$ cat config.mk
export PLATFORM = sky130hd
export DESIGN_NAME = rtc_calendar_tick
export DESIGN_NICKNAME = d
export VERILOG_FILES = /design/src/rtl/rtc_pkg.sv /design/src/rtl/rtc_core.sv /design/src/rtl/rtc_calendar_tick.sv
export SDC_FILE = /design/constraint.sdc
export NUM_CORES = 1
export LEC_CHECK = 0
export BUFFER_PORTS_ARGS = -buffer_cell sky130_fd_sc_hd__buf_2
export CORE_MARGIN = 4
export CORE_UTILIZATION = 38
export DETAILED_ROUTE_END_ITERATION = 6
export GPL_TIMING_DRIVEN = 0
export PLACE_DENSITY = 0.67
export SETUP_SLACK_MARGIN = 0.3
export SKIP_CTS_REPAIR_TIMING = 1
export SLEW_MARGIN = 20
export SYNTH_ARGS = -nofsm -noshare
export SYNTH_HDL_FRONTEND = slang
export SYNTH_HIERARCHICAL = 1
export SYNTH_SLANG_ARGS = --single-unit
$ cat constraint.sdc
create_clock -name clk -period 17.81 [get_ports clk]
set_clock_uncertainty 0.1 [all_clocks]
set_input_delay 1.781 -clock clk [delete_from_list [all_inputs] [get_ports clk]]
set_output_delay 1.781 -clock clk [all_outputs]
set_load 0.01 [all_outputs]
$ cat src/rtl/rtc_pkg.sv
package rtc_pkg;

  // item codes
  localparam logic MODE_TICK = 1'b0;
  localparam logic MODE_LOAD = 1'b1;

  // tick rate codes
  localparam logic [1:0] RATE_1HZ   = 2'd0;
  localparam logic [1:0] RATE_10HZ  = 2'd1;
  localparam logic [1:0] RATE_100HZ = 2'd2;
  localparam logic [1:0] RATE_1KHZ  = 2'd3;

  localparam logic [6:0]  STEP_10HZ    = 7'd100;
  localparam logic [6:0]  STEP_100HZ   = 7'd10;
  localparam logic [6:0]  STEP_1KHZ    = 7'd1;
  localparam logic [10:0] MS_PER_SEC   = 11'd1000;
  localparam logic [6:0]  SEC_PER_MIN  = 7'd60;
  localparam logic [6:0]  MIN_PER_HOUR = 7'd60;
  localparam logic [5:0]  HOUR_PER_DAY = 6'd24;
  localparam logic [4:0]  MONTH_PER_YR = 5'd12;
  localparam logic [3:0]  MONTH_FEB    = 4'd2;
  localparam logic [11:0] YEAR_BASE    = 12'd1900;
  localparam logic [11:0] YEAR_OFFSET  = 12'd2000;

  localparam logic [11:0] YEAR_RST  = 12'd2000;
  localparam logic [31:0] EPOCH_RST = 32'd946684800;

  typedef struct packed {
    logic        mode;
    logic [11:0] set_year;
    logic [3:0]  set_month;
    logic [4:0]  set_day;
    logic [4:0]  set_hour;
    logic [5:0]  set_minute;
    logic [5:0]  set_second;
    logic [31:0] set_epoch;
  } rtc_item_t;

  typedef struct packed {
    logic [11:0] year;
    logic [3:0]  month;
    logic [4:0]  day;
    logic [4:0]  hour;
    logic [5:0]  minute;
    logic [5:0]  second;
    logic [9:0]  millis;
    logic [31:0] uptime;
    logic [31:0] epoch;
  } rtc_state_t;

  // days per month, february without leap day, invalid months have none
  function automatic logic [4:0] month_len(input logic [3:0] m);
    logic [4:0] d;
    unique case (m)
      4'd1, 4'd3, 4'd5, 4'd7, 4'd8, 4'd10, 4'd12: d = 5'd31;
      4'd4, 4'd6, 4'd9, 4'd11:                    d = 5'd30;
      4'd2:                                       d = 5'd28;
      default:                                    d = 5'd0;
    endcase
    return d;
  endfunction

endpackage

$ cat src/rtl/rtc_core.sv
module rtc_core (
  input  logic               clk,
  input  logic               rst_n,
  input  logic               go,
  input  rtc_pkg::rtc_item_t item,
  input  logic [1:0]         rate_sel,
  output rtc_pkg::rtc_state_t st_nxt
);

  rtc_pkg::rtc_state_t st_r;

  logic [6:0]  step;
  logic [10:0] ms_sum;
  logic        sec_done;
  logic [6:0]  sec_inc;
  logic [6:0]  min_inc;
  logic [5:0]  hour_inc;
  logic [5:0]  day_inc;
  logic [5:0]  day_lim;
  logic [4:0]  month_inc;

  always_comb begin
    case (rate_sel)
      rtc_pkg::RATE_10HZ:  step = rtc_pkg::STEP_10HZ;
      rtc_pkg::RATE_100HZ: step = rtc_pkg::STEP_100HZ;
      default:             step = rtc_pkg::STEP_1KHZ;
    endcase
  end

  assign ms_sum    = {1'b0, st_r.millis} + {4'd0, step};
  assign sec_inc   = {1'b0, st_r.second} + 7'd1;
  assign min_inc   = {1'b0, st_r.minute} + 7'd1;
  assign hour_inc  = {1'b0, st_r.hour} + 6'd1;
  assign day_inc   = {1'b0, st_r.day} + 6'd1;
  assign month_inc = {1'b0, st_r.month} + 5'd1;
  // leap day when the year is divisible by 4
  assign day_lim   = {1'b0, rtc_pkg::month_len(st_r.month)}
                   + {5'd0, (st_r.month == rtc_pkg::MONTH_FEB) && (st_r.year[1:0] == 2'b00)};

  always_comb begin
    st_nxt   = st_r;
    sec_done = 1'b0;
    if (item.mode == rtc_pkg::MODE_LOAD) begin
      st_nxt.year   = (item.set_year < rtc_pkg::YEAR_BASE) ?
                      item.set_year + rtc_pkg::YEAR_OFFSET : item.set_year;
      st_nxt.month  = item.set_month;
      st_nxt.day    = item.set_day;
      st_nxt.hour   = item.set_hour;
      st_nxt.minute = item.set_minute;
      st_nxt.second = item.set_second;
      st_nxt.epoch  = item.set_epoch;
    end else begin
      if (rate_sel == rtc_pkg::RATE_1HZ) begin
        sec_done = 1'b1;
      end else if (ms_sum >= rtc_pkg::MS_PER_SEC) begin
        st_nxt.millis = 10'd0;
        sec_done      = 1'b1;
      end else begin
        st_nxt.millis = ms_sum[9:0];
      end
      if (sec_done) begin
        st_nxt.uptime = st_r.uptime + 32'd1;
        st_nxt.epoch  = st_r.epoch + 32'd1;
        // carry ripple, each stage only when the one below wrapped
        if (sec_inc < rtc_pkg::SEC_PER_MIN) begin
          st_nxt.second = sec_inc[5:0];
        end else begin
          st_nxt.second = 6'd0;
          if (min_inc < rtc_pkg::MIN_PER_HOUR) begin
            st_nxt.minute = min_inc[5:0];
          end else begin
            st_nxt.minute = 6'd0;
            if (hour_inc < rtc_pkg::HOUR_PER_DAY) begin
              st_nxt.hour = hour_inc[4:0];
            end else begin
              st_nxt.hour = 5'd0;
              if (day_inc <= day_lim) begin
                st_nxt.day = day_inc[4:0];
              end else begin
                st_nxt.day = 5'd1;
                if (month_inc <= rtc_pkg::MONTH_PER_YR) begin
                  st_nxt.month = month_inc[3:0];
                end else begin
                  st_nxt.month = 4'd1;
                  st_nxt.year  = st_r.year + 12'd1;
                end
              end
            end
          end
        end
      end
    end
  end

  always_ff @(posedge clk) begin
    if (!rst_n) begin
      st_r.year   <= rtc_pkg::YEAR_RST;
      st_r.month  <= 4'd1;
      st_r.day    <= 5'd1;
      st_r.hour   <= 5'd0;
      st_r.minute <= 6'd0;
      st_r.second <= 6'd0;
      st_r.millis <= 10'd0;
      st_r.uptime <= 32'd0;
      st_r.epoch  <= rtc_pkg::EPOCH_RST;
    end else if (go) begin
      st_r <= st_nxt;
    end
  end

`ifndef NO_ASSERTIONS
  a_uptime_hold: assert property (@(posedge clk) disable iff (!rst_n)
    !go |=> $stable(st_r.uptime))
    else $error("uptime moved with no item in process");
`endif

endmodule

$ cat src/rtl/rtc_calendar_tick.sv
// channel  direction  handshake               payload
// in       input      in_valid / in_stall     in_mode, in_set_year .. in_set_epoch
// out      output     out_valid / out_stall   out_year .. out_epoch
// cfg      input      cfg_wr_en               cfg_wr_data (tick_rate_sel)
//
// one item per cycle unless out_stall; items pass the input then the result register
// the whole calendar carry ripple is combinational inside rtc_core
// an item waits in the input register while the result register is stalled
// synchronous active-low reset: calendar 2000-01-01 00:00:00, tick rate 1000 per second
module rtc_calendar_tick (
  input  logic        clk,
  input  logic        rst_n,
  input  logic        cfg_wr_en,
  input  logic [1:0]  cfg_wr_data,
  input  logic        in_valid,
  output logic        in_stall,
  input  logic        in_mode,
  input  logic [11:0] in_set_year,
  input  logic [3:0]  in_set_month,
  input  logic [4:0]  in_set_day,
  input  logic [4:0]  in_set_hour,
  input  logic [5:0]  in_set_minute,
  input  logic [5:0]  in_set_second,
  input  logic [31:0] in_set_epoch,
  output logic        out_valid,
  input  logic        out_stall,
  output logic [11:0] out_year,
  output logic [3:0]  out_month,
  output logic [4:0]  out_day,
  output logic [4:0]  out_hour,
  output logic [5:0]  out_minute,
  output logic [5:0]  out_second,
  output logic [9:0]  out_millis,
  output logic [31:0] out_uptime,
  output logic [31:0] out_epoch
);

  logic [1:0]          rate_sel_r;
  logic                s1_valid_r;
  rtc_pkg::rtc_item_t  s1_item_r;
  logic                out_valid_r;
  rtc_pkg::rtc_state_t out_res_r;
  rtc_pkg::rtc_state_t st_nxt;
  logic                s1_go;
  logic                in_acc;

  assign s1_go    = s1_valid_r && (!out_valid_r || !out_stall);
  assign in_stall = s1_valid_r && !s1_go;
  assign in_acc   = in_valid && !in_stall;

  rtc_core u_core (
    .clk      (clk),
    .rst_n    (rst_n),
    .go       (s1_go),
    .item     (s1_item_r),
    .rate_sel (rate_sel_r),
    .st_nxt   (st_nxt)
  );

  always_ff @(posedge clk) begin
    if (!rst_n) begin
      rate_sel_r  <= rtc_pkg::RATE_1KHZ;
      s1_valid_r  <= 1'b0;
      out_valid_r <= 1'b0;
    end else begin
      if (cfg_wr_en) begin
        rate_sel_r <= cfg_wr_data;
      end
      if (in_acc) begin
        s1_valid_r <= 1'b1;
      end else if (s1_go) begin
        s1_valid_r <= 1'b0;
      end
      if (s1_go) begin
        out_valid_r <= 1'b1;
      end else if (!out_stall) begin
        out_valid_r <= 1'b0;
      end
    end
  end

  always_ff @(posedge clk) begin
    if (in_acc) begin
      s1_item_r.mode       <= in_mode;
      s1_item_r.set_year   <= in_set_year;
      s1_item_r.set_month  <= in_set_month;
      s1_item_r.set_day    <= in_set_day;
      s1_item_r.set_hour   <= in_set_hour;
      s1_item_r.set_minute <= in_set_minute;
      s1_item_r.set_second <= in_set_second;
      s1_item_r.set_epoch  <= in_set_epoch;
    end
    if (s1_go) begin
      out_res_r <= st_nxt;
    end
  end

  assign out_valid  = out_valid_r;
  assign out_year   = out_res_r.year;
  assign out_month  = out_res_r.month;
  assign out_day    = out_res_r.day;
  assign out_hour   = out_res_r.hour;
  assign out_minute = out_res_r.minute;
  assign out_second = out_res_r.second;
  assign out_millis = out_res_r.millis;
  assign out_uptime = out_res_r.uptime;
  assign out_epoch  = out_res_r.epoch;

`ifndef NO_ASSERTIONS
  a_stall_only_when_full: assert property (@(posedge clk) disable iff (!rst_n)
    in_stall |-> s1_valid_r && out_valid_r && out_stall)
    else $error("input stalled with room downstream");

  a_millis_range: assert property (@(posedge clk) disable iff (!rst_n)
    out_valid_r |-> out_res_r.millis < 10'd1000)
    else $error("millisecond field out of range");

  a_reset_empty: assert property (@(posedge clk)
    !rst_n |=> !out_valid_r && !s1_valid_r)
    else $error("pipeline not empty after reset");
`endif

endmodule
==> results of run 1 <==
==> cells in the mapped netlist, types with 8 or more instances <==
library cell	instances	area (um2)
nand3_1	64	320
clkbuf_1	71	267
nand4_1	22	138
a21o_1	13	97.6
dfxtp_1	119	2380
nor3_1	36	180
mux2i_1	17	170
nor2b_1	15	93.8
and2_1	15	93.8
o31ai_1	21	158
edfxtp_1	183	5500
xnor2_1	59	517
ha_1	30	375
or3_1	18	113
o21ai_0	98	490
buf_1	12	45.0
xor2_1	44	385
nor2_1	135	507
a32o_1	13	130
a21oi_1	65	325
inv_1	42	158
a31oi_1	16	100
a221oi_1	8	70.1
a211oi_1	8	60.1
nand2_1	170	638
a22oi_1	10	75.1
o21a_1	12	90.1
and3_1	40	250
o211ai_1	9	67.6
nor4_1	18	113
a22o_1	11	96.3
==> worst max path at each step <==
stage	slack [ns]	to	cells after the start	from
2_1_floorplan	5.93	register	10	out_stall
3_3_place_gp	0.60	u_core/st_r[55]	8	out_stall
3_5_place_dp	12.30	out_hour[0]	17	rate_sel_r[0]
4_1_cts	12.29	out_hour[0]	17	rate_sel_r[0]
5_1_grt	11.80	out_hour[0]	17	rate_sel_r[0]
6_report	12.11	out_hour[0]	17	rate_sel_r[0]
==> kinds of logic (layout without fill, tap and decap cells) <==
group                      count (synthesis)  in the layout  share of synthesized area [%]
and+or+nand+nor                          565            565                           18.1
buffers and inverters                    131            393                           3.37
muxes                                     23             23                           1.60
AOI/OAI and AO/OA                        345            345                           15.3
DFF                                      302            302                           52.9
xor gates and xnor gates                 103            103                           6.06
adders and majority gates                 31             31                           2.65
==> registers in the layout, indices dropped and copies added (netlist names), 6 cells and up, named ones only <==
| name | flops |
|---|---|
| out_year | 12 |
| out_second | 6 |
| out_minute | 6 |
| s1_item_r | 71 |
| u_core/st_r | 112 |
| out_uptime | 32 |
| out_millis | 10 |
| out_epoch | 32 |
==> worst max-delay path, stage by stage (launching register included) <==
cell and delay (ns):
dfxtp_1 0.37, inv_1 0.07, ha_1 0.29, inv_1 0.07
ha_1 0.18, inv_1 0.06, fa_1 0.43, nor2b_1 0.21
o221ai_1 0.16, a221oi_1 0.40, o2111ai_1 0.25, o31ai_1 0.68
buf_2 0.39, buf_1 0.53, nand3_1 0.40, nor3_1 0.27
a21oi_1 0.05, o21ai_0 0.50
==> metrics by stage <==
stage / worst slack [ns] / area, um2 / utilization [%] / power, mW
3_3_place_gp: 0.599 / 16500 / 42.6 / 0.967
5_1_grt: 11.80 / 17900 / 46.2 / 1.73
4_1_cts: 12.29 / 17900 / 46.2 / 1.69
3_5_place_dp: 12.30 / 16800 / 43.3 / 0.969
2_1_floorplan: 5.93 / 14900 / - / 0.895
6_report: 12.11 / 17900 / 46.2 / 1.67
==> cell type report <==
cell class / instances / area share [%]
inverter: 42 / 0.881
buffer: 89 / 1.92
clock buffer: 45 / 5.28
timing repair buffer: 200 / 6.64
multi-input combinational: 1067 / 36.5
sequential: 302 / 44.0
tap: 518 / 3.62
clock inverter: 17 / 1.08
==> per-layer routing <==
metal / track usage, % / vias to the layer above / share of wire, %
li1: - / 5984 / -
met1: 29.6 / 6230 / 41
met2: 35.9 / 661 / 45
met3: 4.71 / 126 / 9.6
met4: 9.98 / 0 / 4.5
met5: 0 / - / 0
==> where the power goes <==
part / total, mW / internal [mW] / switching [mW]
registers: 0.799 / 0.777 / 0.0220
clock network: 0.714 / 0.422 / 0.292
logic: 0.157 / 0.0550 / 0.102
total: 1.67 / 1.25 / 0.416
==> run metrics, run 1 <==
Die Y 206 um; CTS buffer count 34; Clk Latency, worst-skew pair 0.55 ns; post-synth cell types 72; Total Wirelength 48.7 mm; commonest non-fill, non-tap cell in the layout buf_2; unrepaired setup endpoints after global routing false; Hold Path End u_core/st_r[63]; Clock transition at path regs 0.06 ns; setup_tns 0 ns; row count 72; synthesized cell area 0.0149 mm2; Routed WL per cell 21.4 um; GP Congestion 0.935; Startpoint Class register; Layout fillers 3732; net count after synthesis 1609; Vias/cell 5.70; first-pass GRT wire length 73.0 mm; Slew HR 16.4%; area grow syn2layout 20.1%; CTS HTree Levels 2; Hold WS 0.396 ns; critical path type reg2reg; Lkg Pwr 6.62 nW; max-cap violations 0; CTS max path bufs 3; r2r startpoint rate_sel_r[0]; drt first pass iters 6; Die Area 0.0424 mm2; largest net degree at the start of global routing 29; Worst Tran Pin Value 1.25 ns; Syn. warnings 6; area of the multi-input gates 0.00654 mm2; initial antenna violation count 0; Pwr Density 93.3 mW/mm2; Residual DRC 0; synthesized area per cell 9.93 um2; I/O Pins 192; Synth async-reset ratio 0%; most frequent cells in the layout 196 x buf_2, 183 x edfxtp_1, 170 x nand2_1; # port buffers 191; gr usage total 22.5%; R2R Path End out_hour[0]; Ant. Diodes 0; vias in the first global route 12426; fin crit period 5.70 ns; Arrival @ worst endpoint 5.86 ns; r2r worst-path depth 17; starting DRC count in detailed routing 1454; Post-Layout Cell Count 2280; Die X 206 um; register area 0.00788 mm2; Setup crit end kind register; Syn Inst Count 1500; gr ovfl total 0; NumNets Final 1845; effective utilization at floorplan 38.5%; post-detail-place hpwl 35.1 mm; HP Class reg2reg; worst vdd ir 0.0933 mV; Most used DFF post-synth edfxtp_1; share of post-route cells with drive strength above 1 15.9%; Max Freq 175 MHz; CTS tree done; Inst Count DP 2218; Hold Path Origin u_core/st_r[63]; final setup fails 0; Seq/Total Area, Yosys 52.9%; R2R Setup Slk 12.11 ns; Hold Violations, Final 0; final worst-path cycle share 32.0%; clock sinks 302; ANT nets after route 0; detailed-route via count 13001; status completed; fin. max-slew vios 0; Critical Path RT 17.97 ns; #FFs+latches synth 302; root buffer cell clkbuf_16; Core Area 0.0387 mm2; Hold Path Stages 2; Critical Path Fanout Max 10; Post-synth EDFFs 183
(Power assumes the default switching activity.)
==> inputs of run 2 (changes only) <==
==> constraint.sdc (replaced) <==
create_clock -name clk -period 5.36 [get_ports clk]
set_clock_uncertainty 0.1 [all_clocks]
set_input_delay 0.536 -clock clk [delete_from_list [all_inputs] [get_ports clk]]
set_output_delay 0.536 -clock clk [all_outputs]
set_load 0.01 [all_outputs]
==> run 2 against run 1 <==
Effect of this change: non-clock buffer count decreased by 1; total power increased to 3.4 times the previous value; largest cell class unchanged; via count decreased by 0.36%; worst setup slack got worse by 12 ns; design area increased by 0.38%; critical endpoint unchanged.
==> run metrics, run 2 (synthesis results as in run 1) <==
status completed; fin. max-slew vios 0 (unchanged); Critical Path Slowest Stage Cell o31ai_2; Startpoint Class register; unrepaired setup endpoints after global routing true; gr ovfl total 0 (unchanged); gr usage total 22.3% (-0.13 points); Crit. Startpoint rate_sel_r[0]; CP Cell Sequence inv_1 -> ha_1 -> inv_1 -> ha_1 -> inv_1 -> fa_1 -> nor2b_1 -> o221ai_1 -> a221oi_2 -> o2111ai_1 -> o31ai_2 -> buf_2 -> clkbuf_2 -> nand3_1 -> nor3_1 -> a21oi_1 -> o21ai_0; cell mode on critical path inv_1; I/O Pins 192 (unchanged); area of the multi-input gates 0.00662 mm2 (+1.2%); Lkg Pwr 6.65 nW (+0.53%); largest net degree at the start of global routing 30 (+3.4%); r2r startpoint rate_sel_r[0]; Residual DRC 0 (unchanged); final setup fails 0 (unchanged); Clock transition at path regs 0.06 ns (about the same); Die Y 206 um (unchanged); GP Congestion 0.917 (-2.0%); max FFs per register 112 (unchanged); final worst slack 0.503 ns (-11.61 ns); Total Wirelength 48.8 mm (+0.19%); NumNets Final 1844 (-0.054%); row count 72 (unchanged); vias in the first global route 12251 (-1.4%); Routed WL per cell 21.4 um (+0.28%); R2R Setup Slk 0.50 ns (-11.61 ns); Die Area 0.0424 mm2 (unchanged); Max Freq 206 MHz (+17%); Worst Tran Pin Value 1.02 ns (-0.227 ns); Die X 206 um (unchanged); R2R Path End out_hour[0]; Core Area 0.0387 mm2 (unchanged); area grow syn2layout 20.6%; HP Class in2reg; Clk Latency, worst-skew pair 0.55 ns (about the same); fin crit period 4.86 ns (-0.843 ns); root buffer cell clkbuf_16; CTS HTree Levels 2 (unchanged); critical path type reg2reg; worst vdd ir 0.296 mV (+220%); CTS buffer count 34 (unchanged); r2r worst-path depth 17 (unchanged); starting DRC count in detailed routing 1236 (-15%); total power draw 5.60 mW (+240%); Ant. Diodes 0 (unchanged); Hold Violations, Final 0 (unchanged); setup_tns 0 ns (unchanged); Hold Path Origin in_set_epoch[16]; Largest stage delay, worst path 0.45 ns (-0.23 ns); Vias/cell 5.69 (-0.27%); Hold Path Stages 1 (-1); Inst Count DP 2217 (-0.045%); max-cap violations 0 (unchanged); largest register by flop count u_core/st_r; CTS tree done; dpl ws 0.00766 ns (-12.29 ns); Critical Path Fanout Max 10 (unchanged); register area 0.00788 mm2 (unchanged); Slew HR 31.6% (+15 points); post-detail-place hpwl 35.0 mm (-0.29%); detailed-route via count 12954 (-0.36%); clock sinks 302 (unchanged); # port buffers 191 (unchanged); share of post-route cells with drive strength above 1 17.1% (+1.2 points); Pwr Density 312 mW/mm2 (+230%); Hold WS 0.0639 ns (-0.332 ns); Arrival @ worst endpoint 5.06 ns (-0.80 ns); commonest non-fill, non-tap cell in the layout buf_2; most frequent cells in the layout 198 x buf_2, 183 x edfxtp_1, 170 x nand2_1; effective utilization at floorplan 38.5% (unchanged); Setup crit end kind register; drt first pass iters 6 (unchanged); Critical Path RT 5.56 ns (-12.41 ns); Hold Path End s1_item_r[16]; first-pass GRT wire length 72.4 mm (-0.80%); CTS max path bufs 3 (unchanged); initial antenna violation count 1 (+1); ANT nets after route 0 (unchanged); largest registers u_core/st_r (112), s1_item_r (71); Post-Layout Cell Count 2278 (-0.088%); final worst-path cycle share 90.6% (+59 points); Layout fillers 3667 (-1.7%)
-- run 2: cell types whose count changed in the layout (fill, tap and decap cells not counted), moves of 3 or more --
cell | before | now
clkbuf_1 | 79 | 70
clkbuf_2 | 0 | 5
clkinv_2 | 2 | 5
nor3_1 | 36 | 33
nor4_1 | 18 | 14
-- run 2: worst max-delay path, delay by kind of cell, from the launching register on --
| kind | cells | cell delay [ns] |
|---|---|---|
| DFF | 1 | 0.37 |
| and+or+nand+nor | 3 | 0.75 |
| AOI/OAI and AO/OA | 6 | 1.59 |
| buffers and inverters | 5 | 0.90 |
| adders and majority gates | 3 | 0.91 |
-- run 2: final cells by class --
cell class                      instances  area share (%)
Clock buffer                           40            4.98
Inverter                               42           0.878
Buffer                                 89            1.96
Sequential cell                       302            43.9
Clock inverter                         21            1.38
Timing Repair Buffer                  199            6.46
Tap cell                              518            3.61
Multi-Input combinational cell       1067            36.9
-- run 2: stage by stage --
step	area (um2)	util [%]
floorplan	14900	-
global placement	16500	42.6
detailed placement	16700	43.2
CTS	17900	46.1
global route	18000	46.4
finish	18000	46.4
-- run 2: worst max path at each step --
stage	slack (ns)	endpoint
after floorplan	0.86	s1_item_r[0]
after global placement	-1.13	s1_item_r[9]
after detailed placement	0.008	out_hour[0]
after CTS	-0.007	out_hour[0]
after global routing	0.22	out_hour[0]
final	0.50	out_hour[0]
-- run 2: metal layers --
metal  global-route usage (%)  part of all wire [%]  up-vias  wire length, um
met2                     35.4                    45      664            22200
met5                        0                     0        -                0
li1                         -                     -     5983                -
met1                     30.1                    41     6162            20200
met4                     9.20                   4.2        0             2050
met3                     4.41                   8.9      145             4330
-- run 2: where the power goes --
part	leakage (nW)	internal [mW]	switching [mW]
combinational	3.41	0.181	0.339
sequential	2.69	2.58	0.0730
clock	0.546	1.44	0.979
total	6.65	4.21	1.39
==> inputs of run 3 (changes only) <==
--- a/config.mk
+++ b/config.mk
@@ -9,7 +9,6 @@
 export CORE_MARGIN = 4
 export CORE_UTILIZATION = 38
 export DETAILED_ROUTE_END_ITERATION = 6
-export GPL_TIMING_DRIVEN = 0
 export PLACE_DENSITY = 0.67
 export SETUP_SLACK_MARGIN = 0.3
 export SKIP_CTS_REPAIR_TIMING = 1
==> constraint.sdc (replaced) <==
create_clock -name clk -period 5.4 [get_ports clk]
set_clock_uncertainty 0.1 [all_clocks]
set_input_delay 0.54 -clock clk [delete_from_list [all_inputs] [get_ports clk]]
set_output_delay 0.54 -clock clk [all_outputs]
set_load 0.01 [all_outputs]
==> run 3 against run 2 <==
Effect of this change: clock-buffer cell count rose by 10; highest routed layer unchanged; clock power hardly changed; utilization down 1.1 points.
==> run metrics, run 3 (synthesis results as in run 1) <==
Critical Path Slowest Stage Cell or4_4; r2r worst-path depth 15 (-2); Largest stage delay, worst path 0.68 ns (+0.23 ns); Startpoint Class register; Hold Path Stages 1 (unchanged); # port buffers 191 (unchanged); share of post-route cells with drive strength above 1 17.5% (+0.42 points); Clock transition at path regs 0.06 ns (about the same); Slew HR 25.8% (-5.8 points); GRT busiest layer met2; effective utilization at floorplan 38.5% (unchanged); gr usage total 18.5% (-3.8 points); CTS HTree Levels 2 (unchanged); Die Area 0.0424 mm2 (unchanged); worst vdd ir 0.214 mV (-28%); ANT nets after route 0 (unchanged); CP delay by family, top simple AND/OR/NAND/NOR gates; Worst Tran Pin Value 1.11 ns (+0.0901 ns); WP buf/inv 3 (-2); unrepaired setup endpoints after global routing false; critical path type reg2reg; Hold Path End s1_item_r[59]; CTS max path bufs 3 (unchanged); first-pass GRT wire length 62.9 mm (-13%); row count 72 (unchanged); Die Y 206 um (unchanged); Setup crit end kind register; gr ovfl total 0 (unchanged); fin crit period 4.78 ns (-0.0785 ns); max-cap violations 0 (unchanged); r2r startpoint rate_sel_r[0]; Residual DRC 0 (unchanged); vias in the first global route 11503 (-6.1%); met2 Use GR 29.8% (-5.6 points); largest registers u_core/st_r (112), s1_item_r (71); Vias/cell 5.55 (-2.3%); cell mode on critical path inv_1; Clk Latency, worst-skew pair 0.54 ns (about the same); R2R Setup Slk 0.62 ns (+0.12 ns); Hold Violations, Final 0 (unchanged); Core Area 0.0387 mm2 (unchanged); drt first pass iters 5 (-1); largest register by flop count u_core/st_r; R2R Path End u_core/st_r[103]; Max Freq 209 MHz (+1.6%); commonest non-fill, non-tap cell in the layout buf_2; final setup fails 0 (unchanged); max FFs per register 112 (unchanged); Pwr Density 314 mW/mm2 (+0.59%); Hold Path Origin in_set_year[1]; root buffer cell clkbuf_16; met3 usage 2.76% (-1.6 points); clock sinks 302 (unchanged); largest net degree at the start of global routing 171 (+470%); post-detail-place hpwl 26.4 mm (-24%); final worst-path cycle share 88.5% (-2.1 points); area grow syn2layout 17.7%; CTS buffer count 35 (+2.9%); initial antenna violation count 0 (-1); most frequent cells in the layout 191 x buf_2, 183 x edfxtp_1, 170 x nand2_1; fin. max-slew vios 0 (unchanged); I/O Pins 192 (unchanged); GRT met1 Usage 25.8% (-4.3 points); CP Cell Sequence inv_1 -> ha_1 -> inv_1 -> ha_1 -> inv_1 -> fa_1 -> nor2b_1 -> o221ai_1 -> a221oi_2 -> o2111ai_1 -> o31a_2 -> or4_4 -> or3_4 -> or3_1 -> a31oi_1; Total Wirelength 40.4 mm (-17%); Critical Path RT 5.76 ns (+0.20 ns); GP Congestion 0.864 (-5.8%); CTS tree done; setup_tns 0 ns (unchanged); detailed-route via count 12229 (-5.6%); Layout Utilization 45.3% (-1.1 points); Arrival @ worst endpoint 5.14 ns (+0.08 ns); Layout fillers 3776 (+3.0%); Critical Path Fanout Max 12 (+2); NumNets Final 1767 (-4.2%); Lkg Pwr 6.52 nW (-2.1%); HP Class in2reg; Routed WL per cell 18.4 um (-14%); starting DRC count in detailed routing 996 (-19%); Die X 206 um (unchanged); status completed; Ant. Diodes 0 (unchanged)
-- run 3: changes by cell type in the layout (fill, tap and decap cells not counted), moves of 3 or more --
cell        before  now
buf_1           11    0
buf_16           6    0
buf_4            1   18
clkinvlp_4       4    0
buf_2          198  191
clkbuf_2         5    0
inv_1           42   39
clkbuf_1        70   11
clkbuf_8         0    3
nor4_1          14   17
inv_2            0    3
-- run 3: per-layer routing --
layer | up-vias | share of wire [%]
met5 | - | 0
met4 | 0 | 2.2
met3 | 62 | 6.3
met2 | 410 | 47
met1 | 5944 | 45
li1 | 5813 | -
-- run 3: power breakdown --
part | internal [mW] | leakage (nW) | switching (mW) | total (mW)
logic | 0.158 | 3.25 | 0.273 | 0.431
clock network | 1.47 | 0.572 | 0.953 | 2.42
registers | 2.57 | 2.69 | 0.0802 | 2.65
total | 4.19 | 6.52 | 1.31 | 5.50
-- run 3: per-stage QoR --
| stage | power, mW | hold WS [ns] | instance area, um2 | cells | setup WS (ns) |
|---|---|---|---|---|---|
| after floorplan | 2.94 | 0.363 | 14900 | 1500 | 0.898 |
| after CTS | 5.56 | 0.0414 | 17500 | 2202 | 0.523 |
| final | 5.50 | 0.0711 | 17500 | 2202 | 0.621 |
| after global routing | 5.72 | 0.0479 | 17500 | 2202 | 0.383 |
| after detailed placement | 3.12 | 0.393 | 16300 | 2139 | 0.550 |
| after global placement | 3.11 | 0.381 | 16300 | 2139 | 0.768 |
-- run 3: final cells by class --
class / count / area (um2) / share of cell area, %
tap: 518 / 648 / 3.70
multi-input combinational: 1067 / 6570 / 37.5
clock inverter: 13 / 183 / 1.04
sequential: 302 / 7880 / 44.9
timing repair buffer: 210 / 1110 / 6.34
inverter: 42 / 158 / 0.899
clock buffer: 50 / 983 / 5.61
-- run 3: worst max path at each step --
| stage | start | end | slack [ns] | depth (start not counted) |
|---|---|---|---|---|
| after floorplan | out_stall | s1_item_r[0] | 0.90 | 2 |
| after global placement | rate_sel_r[0] | u_core/st_r[103] | 0.77 | 15 |
| after global routing | rate_sel_r[0] | u_core/st_r[103] | 0.38 | 15 |
| after CTS | rate_sel_r[1] | u_core/st_r[103] | 0.52 | 15 |
| final | rate_sel_r[0] | u_core/st_r[103] | 0.62 | 15 |
| after detailed placement | rate_sel_r[1] | u_core/st_r[103] | 0.55 | 15 |
